## src/sv/frob_ram.sv

```systemverilog
// Generic single-write, single-read RAM with registered read data.
// No dependencies.
`timescale 1ns / 1ps
`default_nettype none

module frob_ram #(
    parameter int WIDTH = 48,
    parameter int DEPTH = 64
) (
    input  wire logic                     clk,
    input  wire logic                     we,
    input  wire logic [$clog2(DEPTH)-1:0] waddr,
    input  wire logic [WIDTH-1:0]         wdata,
    input  wire logic [$clog2(DEPTH)-1:0] raddr,
    output logic      [WIDTH-1:0]         rdata
);

    logic [WIDTH-1:0] mem_reg [DEPTH];

    always_ff @(posedge clk)
    begin
        if (we)
        begin
            mem_reg[waddr] <= wdata;
        end
        rdata <= mem_reg[raddr];
    end

endmodule

`default_nettype wire

```

## config.mk

```make
export PLATFORM = sky130hd
export DESIGN_NAME = frob_ram
export DESIGN_NICKNAME = d
export VERILOG_FILES = /design/src/sv/frob_ram.sv
export SDC_FILE = /design/constraint.sdc
export NUM_CORES = 2
export LEC_CHECK = 0
export BUFFER_PORTS_ARGS = -buffer_cell sky130_fd_sc_hd__buf_2
export CAP_MARGIN = 20
export CORE_MARGIN = 4
export CORE_UTILIZATION = 32
export CTS_BUF_LIST = sky130_fd_sc_hd__clkbuf_16
export DETAILED_ROUTE_END_ITERATION = 7
export PLACE_DENSITY = 0.6
export SYNTH_ARGS = -nofsm -noshare
export SYNTH_HDL_FRONTEND = slang
export SYNTH_SLANG_ARGS = --single-unit
```

## constraint.sdc

```tcl
create_clock -name clk -period 5.9 [get_ports clk]
set_input_delay 1.77 -clock clk [delete_from_list [all_inputs] [get_ports clk]]
set_output_delay 1.77 -clock clk [all_outputs]
set_load 0.01 [all_outputs]
```

---- After elaboration in Yosys (flattened, before gate mapping) ----
Memories as Yosys holds them, arrays and structs flattened. A register that Yosys moved wholly into a read port is not among the register bits.
Cells that the tools add are included.
storage, ports and cells
  register bits ........................... 0
  bits in writable memories ............... 3072
  bits of input ports ..................... 62
  output and inout bits ................... 48
  word-level logic and storage cells ...... 3
  memories kept ........................... 1
operators by class
  muxes and demuxes ....................... 2
memories
  memory   depth  bits a word  read ports  clocked after Yosys merged registers in  wr ports  line  text
  mem_reg  64     48           1           1                                        1         18    logic [WIDTH-1:0] mem_reg [DEPTH];
operators by type and width
  cell              count
  1-bit 2-to-1 mux  2

---- Logic depth before layout (Yosys ltp) ----
  word-level depth ........................ 2
  mapped depth ............................ 9
  mapped depth without buffers ............ 5

---- Worst setup path before layout ----
OpenSTA, ideal clock, no wires.
  kind .................................... input port to flip-flop
  start ................................... input port waddr[3]
  end ..................................... memory mem_reg[48][0] (enable)
  library setup time ...................... 513 ps
  arrival ................................. 5542 ps
  required time ........................... 5387 ps
  slack ................................... -155 ps
  stages on the path ...................... 4
  path buffers ............................ 1
  cell sequence ........................... clkbuf_1 -> nor2b_1 -> nand4b_1 -> nor3_1
RTL lines
  item             line  text
  start, declared  12    input wire logic [$clog2(DEPTH)-1:0] waddr,
  end, declared    18
No word-level cell before the write port.

==> flow_summary.ini <==
[logic_synthesis]
synth_top_area_share = 0.788
yosys-top-cells-area = edfxtp_1, mux4_2, dfxtp_1, o22ai_1, a221oi_1
syn-instance-count = 4970
synthTopCellsByCount = edfxtp_1, mux4_2, nor2_1, o22ai_1
ys_seq_elements = 3120
yosysTopAreaCell = edfxtp_1
syn_avg_cell_area_um2 = 23.6
ys_types = 36
synthFlopType = edfxtp_1
synth_warnings = 0
async_reset_ff_frac = 0
synth_edf_count = 3072
synth.most_common_cell = edfxtp_1
syn_area_um2 = 117000
ys_seq_area_frac = 0.796
syn_nets = 5032

[cts]
clk_latency_ns = 0.88
cts.path.max_buffers = 4
clk_pin_slew_ns = 0.06
cts_setup_buffers = 0
cts.sinks = 3120
hold_buffers = 0
htreeDepth = 5
tritoncts = yes
cts_buffers = 300
cts_resized = 0
root_buffer = clkbuf_16

[route]
remaining_drc_errors = 0
drt_iter0_markers = 7287
antenna_left = 0
wire_per_inst_um = 29.9
vias_per_cell = 5.41
finalWirelength_um = 310000
vias = 56100
first_pass_iters = 6

[finish]
layout-drive-gt1-share = 0.287
final_area_um2 = 135000
area_growth_pct = 15.0
fin_nets = 5401
largest_reg_flops = 3072
final_util = 0.371
final_cells = 10400

[global_routing]
grt_remaining_overflow = 0
grt_pass1_wl_um = 437000
antenna_found_initial = 40
first_global_vias = 56600
grtUsageTotal = 0.162
grt_max_degree = 87

[setup_path]
slowest_stage = a221oi_1
path_max_fanout = 73
crit_chain = buf_8, buf_12, nor2_4, buf_12, a22o_1, a221oi_1, a221oi_1
crit_arrival_ns = 5.17
path_buf_inv = 3
timing_worst_setup_path_type = in2reg
critPathMaxStageDelay_ns = 1.14
cp_top_family = compound AO/OA/AOI/OAI gates
worstPathRequired_ns = 6.58
crit_path_end_kind = flop
startpoint_type = input port

[placed_design]
hpwl_um = 171000
place_area_um2 = 125000
dp.cells = 9795
place_congestion = 0.779
numPortBuffers = 109

[timing]
slew-limit-headroom = 0.00417
min_period_ns = 4.49
fin_skew_ns = 0.0474
rsz0062_at_grt = false
tightest_slew_ns = 1.49
drv_slew = 0
finalHoldViolations = 0
clock.fmax_mhz = 223
finalSetupTns_ns = 0
finalCritPeriodShare = 0.761
setup_viol = 0

[power]
p_leak_uw = 0.0415
power_density_nw_per_um2 = 333
vdd_drop_max_uv = 264

[floorplanning]
row_count = 221
io_pins = 110
initial_core_util = 0.322
die-height_um = 613
die_w_um = 613
dieArea_um2 = 376000
core_um2 = 363000

[status]
status = complete, no violations

[min_path]
holdCritPathClass = reg2reg

[run]
drv_cap = 0
[cells in the final DEF, fill, tap and decap left out, types with 32 or more instances in the layout]
master,instances
o22ai_1,122
buf_4,152
nand2_1,54
clkbuf_16,307
a211oi_1,32
inv_1,80
mux2i_1,63
clkinv_1,61
dfxtp_1,48
nor2_4,64
a22o_1,57
a21oi_1,74
nor2_1,68
edfxtp_1,3072
a22oi_1,72
clkinv_2,61
buf_2,106
mux4_2,754
a221oi_1,83
buf_12,87
[report_power, final]
group	internal [uW]	total (uW)	switching (uW)
Sequential	24500	24700	122
Clock	9940	18000	8110
Combinational	831	2200	1370
[cells by family after synthesis]
kind of cell / share of synthesized area
multiplexers: 0.152
flip-flops: 0.796
buffers and inverters: 0.0128
AND/OR/NAND/NOR: 0.00957
AO/OA/AOI/OAI: 0.0302
[worst register-to-register path, stage by stage, from the launching register on]
cell and delay, ns:
edfxtp_1 0.36, mux4_2 0.47, a22o_1 0.25, a221oi_1 1.14, a221oi_1 0.27
[per-stage QoR]
stage	power (uW)	hold slack (ns)	setup WS [ns]
floorplan	26200	0.710	0.784
CTS	45200	0.751	1.69
global route	46300	0.830	1.49
finish	44900	0.758	1.41
detailed placement	27300	0.777	0.749
global placement	27300	0.758	0.658
[path summary, 6_finish.rpt]
path	slack, ns	startpoint	depth (start not counted)	endpoint
min	0.76	mem_reg[58][13]	4	rdata[13]
min reg2reg	0.76	mem_reg[58][13]	4	rdata[13]
max	1.41	raddr[2]	7	rdata[22]
max reg2reg	3.23	mem_reg[11][22]	4	rdata[22]
[layer usage]
layer / routed length (um) / GRT usage / part of all wire
met1: 128000 / 0.228 / 0.41
met2: 151000 / 0.264 / 0.49
met3: 24500 / 0.0270 / 0.079
met4: 7100 / 0.0384 / 0.023
met5: 61 / 0 / 0.00020
[layout make-up]
| class | instances | area (um2) |
|---|---|---|
| multi-input combinational | 1568 | 23000 |
| clock buffer | 307 | 7680 |
| sequential | 3120 | 93200 |
| antenna | 2 | 5.00 |
| clock inverter | 231 | 1390 |
| tap | 4794 | 6000 |
| fill | 32600 | 229000 |
| timing repair buffer | 349 | 3500 |
No activity file was read; power rests on OpenSTA's default activity.
