`src/sv/frob_pkg.sv`:
```
// Shared types and fixed constants for the Frobenius-form reduction block.
// No dependencies; imported by frob_ram's users, frob_alu and the top level.
`timescale 1ns / 1ps
`default_nettype none

package frob_pkg;

    // APB register map
    localparam int          CFG_AW         = 3;
    localparam int          CFG_DW         = 32;
    localparam logic        REG_MATRIX_SIZE = 1'b0;   // paddr[2] selects the register
    localparam logic [3:0]  SIZE_RESET     = 4'd8;

    typedef enum logic [4:0] {
        ST_LOAD,
        ST_PIV_RD,
        ST_PIV_CHK,
        ST_ROW_RD,
        ST_ROW_DIV,
        ST_ROW_WAIT,
        ST_P1_RD,
        ST_P1_MUL,
        ST_P1_WAIT,
        ST_P2_PIV_RD,
        ST_P2_PIV,
        ST_P2_RD,
        ST_P2_MUL,
        ST_P2_WAIT,
        ST_EMIT_RD,
        ST_EMIT_LD,
        ST_EMIT_WAIT
    } frob_state_t;

    typedef enum logic {
        ALU_MUL,
        ALU_DIV
    } alu_op_t;

    typedef enum logic [2:0] {
        A_IDLE,
        A_MUL,
        A_DIV,
        A_ROUND,
        A_SAT
    } alu_state_t;

    typedef struct packed {
        logic    start;
        alu_op_t op;
    } alu_req_t;

endpackage

`default_nettype wire

```
`src/sv/frob_alu.sv`:
```
// Shared fixed-point unit: rounded, saturated multiply (four 32x32 partial
// products) and rounded, saturated divide (restoring, one bit per cycle).
// Depends on frob_pkg.
`timescale 1ns / 1ps
`default_nettype none

module frob_alu
    import frob_pkg::*;
#(
    parameter int DATA_WIDTH    = 48,
    parameter int FRACTION_BITS = 16
) (
    input  wire logic                         clk,
    input  wire logic                         rst_n,
    input  wire alu_req_t                     req,
    input  wire logic signed [DATA_WIDTH-1:0] a,
    input  wire logic signed [DATA_WIDTH-1:0] b,
    output logic                              done,
    output logic signed [DATA_WIDTH-1:0]      result
);

    localparam int DW = DATA_WIDTH;
    localparam int NB = DATA_WIDTH + FRACTION_BITS;
    localparam logic [127:0] HALF  = 128'(1) << (FRACTION_BITS - 1);
    localparam logic [127:0] QMASK = {128{1'b1}} >> (128 - NB);
    localparam logic [127:0] LIM_P = (128'(1) << (DW - 1)) - 128'(1);
    localparam logic [127:0] LIM_N = 128'(1) << (DW - 1);
    localparam logic signed [DW-1:0] MAXV = {1'b0, {(DW-1){1'b1}}};
    localparam logic signed [DW-1:0] MINV = {1'b1, {(DW-1){1'b0}}};

    alu_state_t      st_reg, st_next;
    alu_op_t         op_reg;
    logic [6:0]      cnt_reg;
    logic [127:0]    acc_reg;
    logic [DW-1:0]   rem_reg;
    logic [63:0]     ma_reg, mb_reg;
    logic            neg_reg;

    logic [DW-1:0]   mag_a, mag_b;
    logic [31:0]     ha, hb;
    logic [63:0]     pp;
    logic [127:0]    pp_sh;
    logic [DW:0]     rem_sh;
    logic            q_bit;
    logic            rnd_up;

    assign mag_a = a[DW-1] ? DW'(-a) : DW'(a);
    assign mag_b = b[DW-1] ? DW'(-b) : DW'(b);

    assign ha = cnt_reg[1] ? ma_reg[63:32] : ma_reg[31:0];
    assign hb = cnt_reg[0] ? mb_reg[63:32] : mb_reg[31:0];
    assign pp = 64'(ha) * 64'(hb);

    always_comb
    begin
        case (2'(32'(cnt_reg[0]) + 32'(cnt_reg[1])))
            2'd0:    pp_sh = {64'd0, pp};
            2'd1:    pp_sh = {32'd0, pp, 32'd0};
            default: pp_sh = {pp, 64'd0};
        endcase
    end

    assign rem_sh = {rem_reg, acc_reg[NB-1]};
    assign q_bit  = rem_sh >= {1'b0, mb_reg[DW-1:0]};
    assign rnd_up = {rem_reg, 1'b0} >= {1'b0, mb_reg[DW-1:0]};

    always_comb
    begin
        st_next = st_reg;
        case (st_reg)
            A_IDLE:
            begin
                if (req.start)
                begin
                    st_next = (req.op == ALU_MUL) ? A_MUL : A_DIV;
                end
            end
            A_MUL:
            begin
                if (cnt_reg[1:0] == 2'd3)
                begin
                    st_next = A_ROUND;
                end
            end
            A_DIV:
            begin
                if (cnt_reg == 7'(NB - 1))
                begin
                    st_next = A_ROUND;
                end
            end
            A_ROUND: st_next = A_SAT;
            A_SAT:   st_next = A_IDLE;
            default: st_next = A_IDLE;
        endcase
    end

    always_comb
    begin
        done   = 1'b0;
        result = '0;
        case (st_reg)
            A_SAT:
            begin
                done = 1'b1;
                if (acc_reg > (neg_reg ? LIM_N : LIM_P))
                begin
                    result = neg_reg ? MINV : MAXV;
                end
                else
                begin
                    result = neg_reg ? -$signed(acc_reg[DW-1:0]) : $signed(acc_reg[DW-1:0]);
                end
            end
            default:
            begin
                done = 1'b0;
            end
        endcase
    end

    always_ff @(posedge clk or negedge rst_n)
    begin
        if (!rst_n)
        begin
            st_reg <= A_IDLE;
        end
        else
        begin
            st_reg <= st_next;
        end
    end

    always_ff @(posedge clk)
    begin
        case (st_reg)
            A_IDLE:
            begin
                ma_reg  <= 64'(mag_a);
                mb_reg  <= 64'(mag_b);
                neg_reg <= a[DW-1] ^ b[DW-1];
                op_reg  <= req.op;
                cnt_reg <= '0;
                rem_reg <= '0;
                acc_reg <= (req.op == ALU_MUL) ? 128'd0 : (128'(mag_a) << FRACTION_BITS);
            end
            A_MUL:
            begin
                acc_reg <= acc_reg + pp_sh;
                cnt_reg <= cnt_reg + 7'd1;
            end
            A_DIV:
            begin
                rem_reg <= q_bit ? DW'(rem_sh - {1'b0, mb_reg[DW-1:0]}) : rem_sh[DW-1:0];
                acc_reg <= {acc_reg[126:0], q_bit};
                cnt_reg <= cnt_reg + 7'd1;
            end
            A_ROUND:
            begin
                if (op_reg == ALU_MUL)
                begin
                    acc_reg <= (acc_reg + HALF) >> FRACTION_BITS;
                end
                else
                begin
                    acc_reg <= (acc_reg & QMASK) + 128'(rnd_up);
                end
            end
            default:
            begin
                acc_reg <= acc_reg;
            end
        endcase
    end

`ifndef SYNTHESIS
    a_start_idle: assert property (@(posedge clk) disable iff (!rst_n)
        req.start |-> st_reg == A_IDLE)
        else $error("unit started while busy");
    a_div_nonzero: assert property (@(posedge clk) disable iff (!rst_n)
        (req.start && req.op == ALU_DIV) |-> b != '0)
        else $error("divide by zero pivot");
    a_done_once: assert property (@(posedge clk) disable iff (!rst_n)
        done |=> !done)
        else $error("done held for more than one cycle");
`endif

endmodule

`default_nettype wire

```
`config.mk`:
```
export PLATFORM = sky130hd
export DESIGN_NAME = frob_alu
export DESIGN_NICKNAME = d
export VERILOG_FILES = /design/src/sv/frob_pkg.sv /design/src/sv/frob_alu.sv
export SDC_FILE = /design/constraint.sdc
export NUM_CORES = 2
export LEC_CHECK = 0
export BUFFER_PORTS_ARGS = -buffer_cell sky130_fd_sc_hd__buf_2
export CORE_MARGIN = 2
export CORE_UTILIZATION = 30
export DETAILED_ROUTE_END_ITERATION = 8
export GPL_TIMING_DRIVEN = 0
export PLACE_DENSITY = 0.46
export SETUP_SLACK_MARGIN = 0.15
export SYNTH_ARGS = -nofsm -noshare
export SYNTH_HDL_FRONTEND = slang
export SYNTH_SLANG_ARGS = --single-unit
```
`constraint.sdc`:
```
create_clock -name clk -period 19.3 [get_ports clk]
set_input_delay 3.86 -clock clk [delete_from_list [all_inputs] [get_ports clk]]
set_output_delay 3.86 -clock clk [all_outputs]
set_load 0.005 [all_outputs]
```
== Word level (Yosys, flattened, before mapping) ==
Cells that the tools add are included.

* Bits in registers: 284
* Output and inout port bits: 49

* $add $sub $neg: 9
* $mul: 1
* Order comparisons: 3
* Equal/unequal tests: 10
* Muxes and demuxes: 22
* Bitwise gates (word level): 1
* Reductions and logical operators: 7

{| class="wikitable"
|+ Operators by type and width
! cell !! number
|-
| case mux 128 bit (4 select lines) || 1
|-
| 2-to-1 mux 48 bit || 7
|-
| case mux 128 bit (2 select lines) || 1
|-
| negation 48 bit || 3
|-
| adder 128 bit || 1
|-
| adder 128 x 16 -> 128 bit (second input constant) || 1
|-
| > comparator 128 x 48 -> 1 bit || 1
|-
| 2-to-1 mux 112 bit || 1
|-
| >= comparator 49 x 48 -> 1 bit || 2
|-
| case mux 48 bit (2 select lines) || 1
|-
| adder 64 x 1 -> 65 bit || 1
|-
| multiplier 32 x 32 -> 64 bit || 1
|-
| 2-to-1 mux 32 bit || 2
|-
| 2-to-1 mux 64 bit || 1
|-
| subtractor 48 bit || 1
|-
| 2-to-1 mux 47 bit || 1
|-
| case mux 7 bit (2 select lines) || 1
|-
| case mux 3 bit (4 select lines) || 1
|-
| 2-to-1 mux 3 bit || 3
|-
| adder 7 x 1 -> 7 bit (second input constant) || 1
|-
| equality test 7 x 6 -> 1 bit (second input constant) || 1
|-
| equality test 3 x 2 -> 1 bit (second input constant) || 2
|-
| inequality test 2 bit (second input constant) || 3
|-
| nonzero test 2 bit || 2
|-
| other kinds (13) || 13
|}

== Logic depth before layout (Yosys ltp) ==
* Depth after elaboration: 5
* Mapped depth: 52

== Worst setup path before layout ==
Ideal clock, no wire load.

* Path type: register -> register
* Start point: register cnt_reg[1]
* End point: register acc_reg[122], data pin
* Library setup time: 0.269 ns
* Data arrival time: 11.567 ns
* Required time: 19.031 ns
* Slack: 7.464 ns
* Cell stages (with the launch flop): 48
* Path buffers: 6
* Clock period less this slack: 11.836 ns
* Cells stage by stage: edfxtp_1 -> clkbuf_1 -> clkbuf_1 -> buf_1 -> mux2i_1 -> clkbuf_1 -> nor2_1 -> fa_1 -> fa_1 -> fa_1 -> inv_1 -> fa_1 -> inv_1 -> fa_1 -> fa_1 -> fa_1 -> inv_1 -> fa_1 -> [... 12 more ...] -> and4_1 -> a2111oi_0 -> xor2_1 -> o21ai_0 -> ha_1 -> clkbuf_1 -> a21o_1 -> a21o_1 -> a21oi_1 -> o21ai_0 -> a21oi_1 -> nor2_1 -> a2111oi_0 -> nor2_1 -> o21ai_0 -> o31ai_1 -> a31oi_1 -> o21ai_0

* Word-level cells in the longest chain between the ends: 5
* Elaborated cells between the ends (all ways): 8
* Classes of those cells: add/sub: 2; mul: 1; eq/ne: 1; mux: 3; reduce/logical: 1

{| class="wikitable"
|+ Ends and longest elaborated chain
! what !! RTL line !! RTL
|-
| start: declaration || frob_alu.sv:33 || <nowiki>logic [6:0] cnt_reg;</nowiki>
|-
| start signal: assignment || frob_alu.sv:150 || <nowiki>cnt_reg <= cnt_reg + 7'd1;</nowiki>
|-
| start signal: assignment || frob_alu.sv:156 || <nowiki>cnt_reg <= cnt_reg + 7'd1;</nowiki>
|-
| 2-to-1 mux 32 bit or adder 1 x 1 -> 2 bit (tied branches) || frob_alu.sv:50, frob_alu.sv:56 ||
|-
| multiplier 32 x 32 -> 64 bit, or another cell as far along || frob_alu.sv:52 || <nowiki>assign pp = 64'(ha) * 64'(hb);</nowiki>
|-
| case mux 128 bit (2 select lines) (*) || frob_alu.sv:56 || <nowiki>case (2'(32'(cnt_reg[0]) + 32'(cnt_reg[1])))</nowiki>
|-
| adder 128 bit (*) || frob_alu.sv:149 || <nowiki>acc_reg <= acc_reg + pp_sh;</nowiki>
|-
| case mux 128 bit (4 select lines) (*) || frob_alu.sv:136 || <nowiki>case (st_reg)</nowiki>
|-
| end signal: assignment || frob_alu.sv:145 || <nowiki>acc_reg <= (req.op == ALU_MUL) ? 128'd0 : (128'(mag_a) << FRACTION_BITS);</nowiki>
|-
| end signal: assignment || frob_alu.sv:149 ||
|-
| end signal: assignment || frob_alu.sv:155 || <nowiki>acc_reg <= {acc_reg[126:0], q_bit};</nowiki>
|-
| end: declaration || frob_alu.sv:34 || <nowiki>logic [127:0] acc_reg;</nowiki>
|}

Every way passes the cells marked *; elsewhere a longest branch is shown, timed or not.
A chain may end at the register's enable or synchronous reset.

== Final worst setup path ==
* Start point: register cnt_reg[0]
* End point: register acc_reg[124], data pin

* Word-level cells in the longest chain between the ends: 5
* Elaborated cells between the ends (all ways): 8
* Classes of those cells: add/sub: 2; mul: 1; eq/ne: 1; mux: 3; reduce/logical: 1

{| class="wikitable"
|+ Ends and longest elaborated chain
! what !! RTL line
|-
| 2-to-1 mux 32 bit or adder 1 x 1 -> 2 bit (tied branches) || frob_alu.sv:51, frob_alu.sv:56
|-
| multiplier 32 x 32 -> 64 bit, or another cell as far along || frob_alu.sv:52
|-
| case mux 128 bit (2 select lines) (*) || frob_alu.sv:56
|-
| adder 128 bit (*) || frob_alu.sv:149
|-
| case mux 128 bit (4 select lines) (*) || frob_alu.sv:136
|}

Marked as above.

==> flow_summary_export.csv <==
group,metric,value,unit
timing,fin_ws,1670,ps
finish,nNetsFinal,9470,
critical_path,critical_path_arrival,18010,ps
synthesis,synth_area,0.0641,mm^2
route,top_layer_used,"met5",
critical_path,path_common_cell,"fa_1",
die,core-area,0.212,mm^2
grt,gr-total-overflow,0,
placement,dpl_worst_slack,2030,ps
synthesis,synth_top_area_frac,0.280,
critical_path,worstSetupPathType,"reg -> reg",
timing,fmax,56.7,MHz
synthesis,synth-compound-area-share,0.146,
synthesis,synth_simple_gate_area_frac,0.179,
clock_network,clock_sinks,284,
route,drt_first_pass_iters,8,
critical_path,cp.required,19680,ps
min_path,hold_class,"reg -> reg",
route,wl_per_cell,28.7,um
die,num_rows,169,
critical_path,cp-end-kind,"register",
synthesis,synthMuxAreaShare,0.0113,
route,drc_errors,0,
die,start_util,0.302,
route,wl,312000,um
synthesis,ys_warn_count,0,
synthesis,yosysUniqueCellTypes,82,
timing,hold_ws,574,ps
grt,grtUsageTotal,0.284,
finish,fill_cells,22700,
finish,area_delta_synth_final,9.71,%
route,met1_length,134000,um
synthesis,ys.flop_type,"edfxtp_1",
route,route.met2.wl,136000,um
critical_path,ff2ff_path_depth,48,
grt,grt_max_degree,99,
finish,largest_register_ffs,128,
clock_network,cts_tree,"built",
timing,finalSetupTns,0,ps
job,maxCapViolCount,5,
critical_path,r2r_start,"cnt_reg[0]",
grt,antenna_found_initial,20,
die,ioPinCount,149,
critical_path,cp_slowest_stage_delay,950,ps
die,dieArea,0.217,mm^2
synthesis,yosys-top-cells-area,"fa_1 28%, edfxtp_1 13%, ha_1 9.7%",
finish,layout-drive-gt1-share,0.0404,
min_path,whs_endpoint,"rem_reg[4]",
die,die_w,466,um
outcome,status,"finished with violations",
placement,hpwl,260000,um
route,ant_nets,0,
critical_path,cpMaxStageDelayCell,"nor3_1",
grt,grt_pass1_wl,446000,um
die,die_height,466,um
clock_network,cts_root_buf,"clkbuf_16",
synthesis,yosysTopAreaCell,"fa_1",
timing,finalCritPeriodShare,0.913,
timing,tightest_slew,1530,ps
outcome,violations,"max-capacitance violations, max-slew violations",
timing,period_needed,17630,ps
critical_path,timing.rr.end,"acc_reg[124]",
clock_network,clk_latency,660,ps
timing,slew_viol_final,13,
synthesis,async_flop_share,0.0106,
min_path,hp-start,"rem_reg[3]",
timing,timing.final.setup_violations,0,
synthesis,synthXorXnorAreaFrac,0.0671,
clock_network,cts_resized,0,
synthesis,synth_cells,7760,
clock_network,postCtsSetupBuffers,0,
synthesis,synth-adder-area-share,0.377,
clock_network,clock_path_buffers,3,
critical_path,cp_max_fo,10,
synthesis,synth-edff-count,281,
timing,skew,71.6,ps
synthesis,ys_ff_latch,284,
critical_path,cp-start-kind,"register",
clock_network,numCtsBuffers,41,
placement,gp_congestion,0.982,
timing,rsz0062_at_grt,"no",
timing,slew_headroom,-0.0284,
route,drt_iter0_markers,6565,
clock_network,clk_pin_slew,80,ps
synthesis,ys_seq_area_frac,0.133,
clock_network,cts_max_level,2,
synthesis,syn_nets,9253,
route,via_count,59800,
synthesis,synth_top_family_by_area,"adder cells",
clock_network,postCtsHoldBufs,0,
route,met3_length,24900,um
route,detail_route.vias_per_cell,5.51,
critical_path,reg2reg_slack,1670,ps
placement,io_buffer_count,148,
timing,hold_viol,0,
synthesis,avgSynthCellArea,8.26,um^2
min_path,hold_depth,2,
grt,grt_pass1_vias,59600,
worst max path at each step:
stage,startpoint,to,depth (start not counted)
CTS,cnt_reg[0],acc_reg[124],48
floorplan,cnt_reg[1],acc_reg[122],47
global placement,cnt_reg[0],acc_reg[124],44
global route,cnt_reg[0],acc_reg[124],48
finish,cnt_reg[0],acc_reg[124],48
detailed placement,cnt_reg[0],acc_reg[124],48
synthesized netlist by cell type (all sizes together) (27+ instances only):
cell / number
inv: 1052
nor2: 933
fa: 898
nand2: 888
ha: 495
clkbuf: 419
o21ai: 406
a21oi: 327
xnor2: 317
edfxtp: 281
a21o: 192
xor2: 172
nand4: 133
nand3: 125
nor3: 87
a31oi: 58
and3: 58
or3: 58
nor2b: 57
and2: 54
mux2i: 53
nor4: 50
a222oi: 45
o31ai: 45
nand2b: 44
a22oi: 41
o21bai: 40
a211oi: 37
a21boi: 30
o22ai: 27
or4: 27
cell type report:
type                       count  area [um^2]  share of cell area
buffer                       439         1660              0.0236
multi-input combinational   5984        50100               0.712
tap                         2821         3530              0.0502
antenna                       16         40.0            0.000569
inverter                    1053         3960              0.0563
clock buffer                  48         1090              0.0156
clock inverter                28          328             0.00466
timing repair buffer         174         1130              0.0160
sequential                   284         8510               0.121
layer usage:
metal,track usage,up-vias
li1,-,26200
met5,0,-
met2,0.431,2611
met4,0.138,24
met3,0.0574,597
met1,0.384,30300
logic make-up after synthesis:
group	count (synthesis)
DFF	284
buffers and inverters	1492
xor gates and xnor gates	490
and+or+nand+nor	2576
muxes	70
adders and majority gates	1393
AOI/OAI and AO/OA	1455
critical path, delay by kind of cell, from the launching register on:
family                   cells  cell delay (ps)
AO/OA/AOI/OAI               15             5280
adder cells (fa/ha/maj)     10             4430
buffers and inverters       13             3310
AND/OR/NAND/NOR              8             3260
XOR/XNOR                     2              620
flip-flops                   1              480
through the flow:
stage	area [um^2]	instances	util
global route	70300	10800	0.331
finish	70300	10800	0.331
floorplan	64100	7760	-
detailed placement	68800	10800	0.324
CTS	70200	10800	0.331
global placement	68400	10700	0.322
cell usage in the layout (no fill, tap or decap), types with 41 or more instances in the layout:
master        n
nand2b_1     44
inv_1      1051
edfxtp_1    281
nand2_1     888
and3_1       58
fa_1        898
nor3_1       85
a21o_1      192
nor2b_1      57
buf_2       150
xor2_1      170
a21oi_1     327
nor2_1      927
or3_1        54
xnor2_1     315
mux2i_1      48
nand3_1     125
a22oi_1      41
a31oi_1      58
nand4_1     133
clkbuf_16    43
ha_1        495
o31ai_1      45
clkbuf_1    419
and2_1       52
nor4_1       50
o21ai_0     391
a222oi_1     45
Power is left out: the tool's default activity adds up to more than one toggle a clock period on the data nets, which glitch-free logic cannot reach.
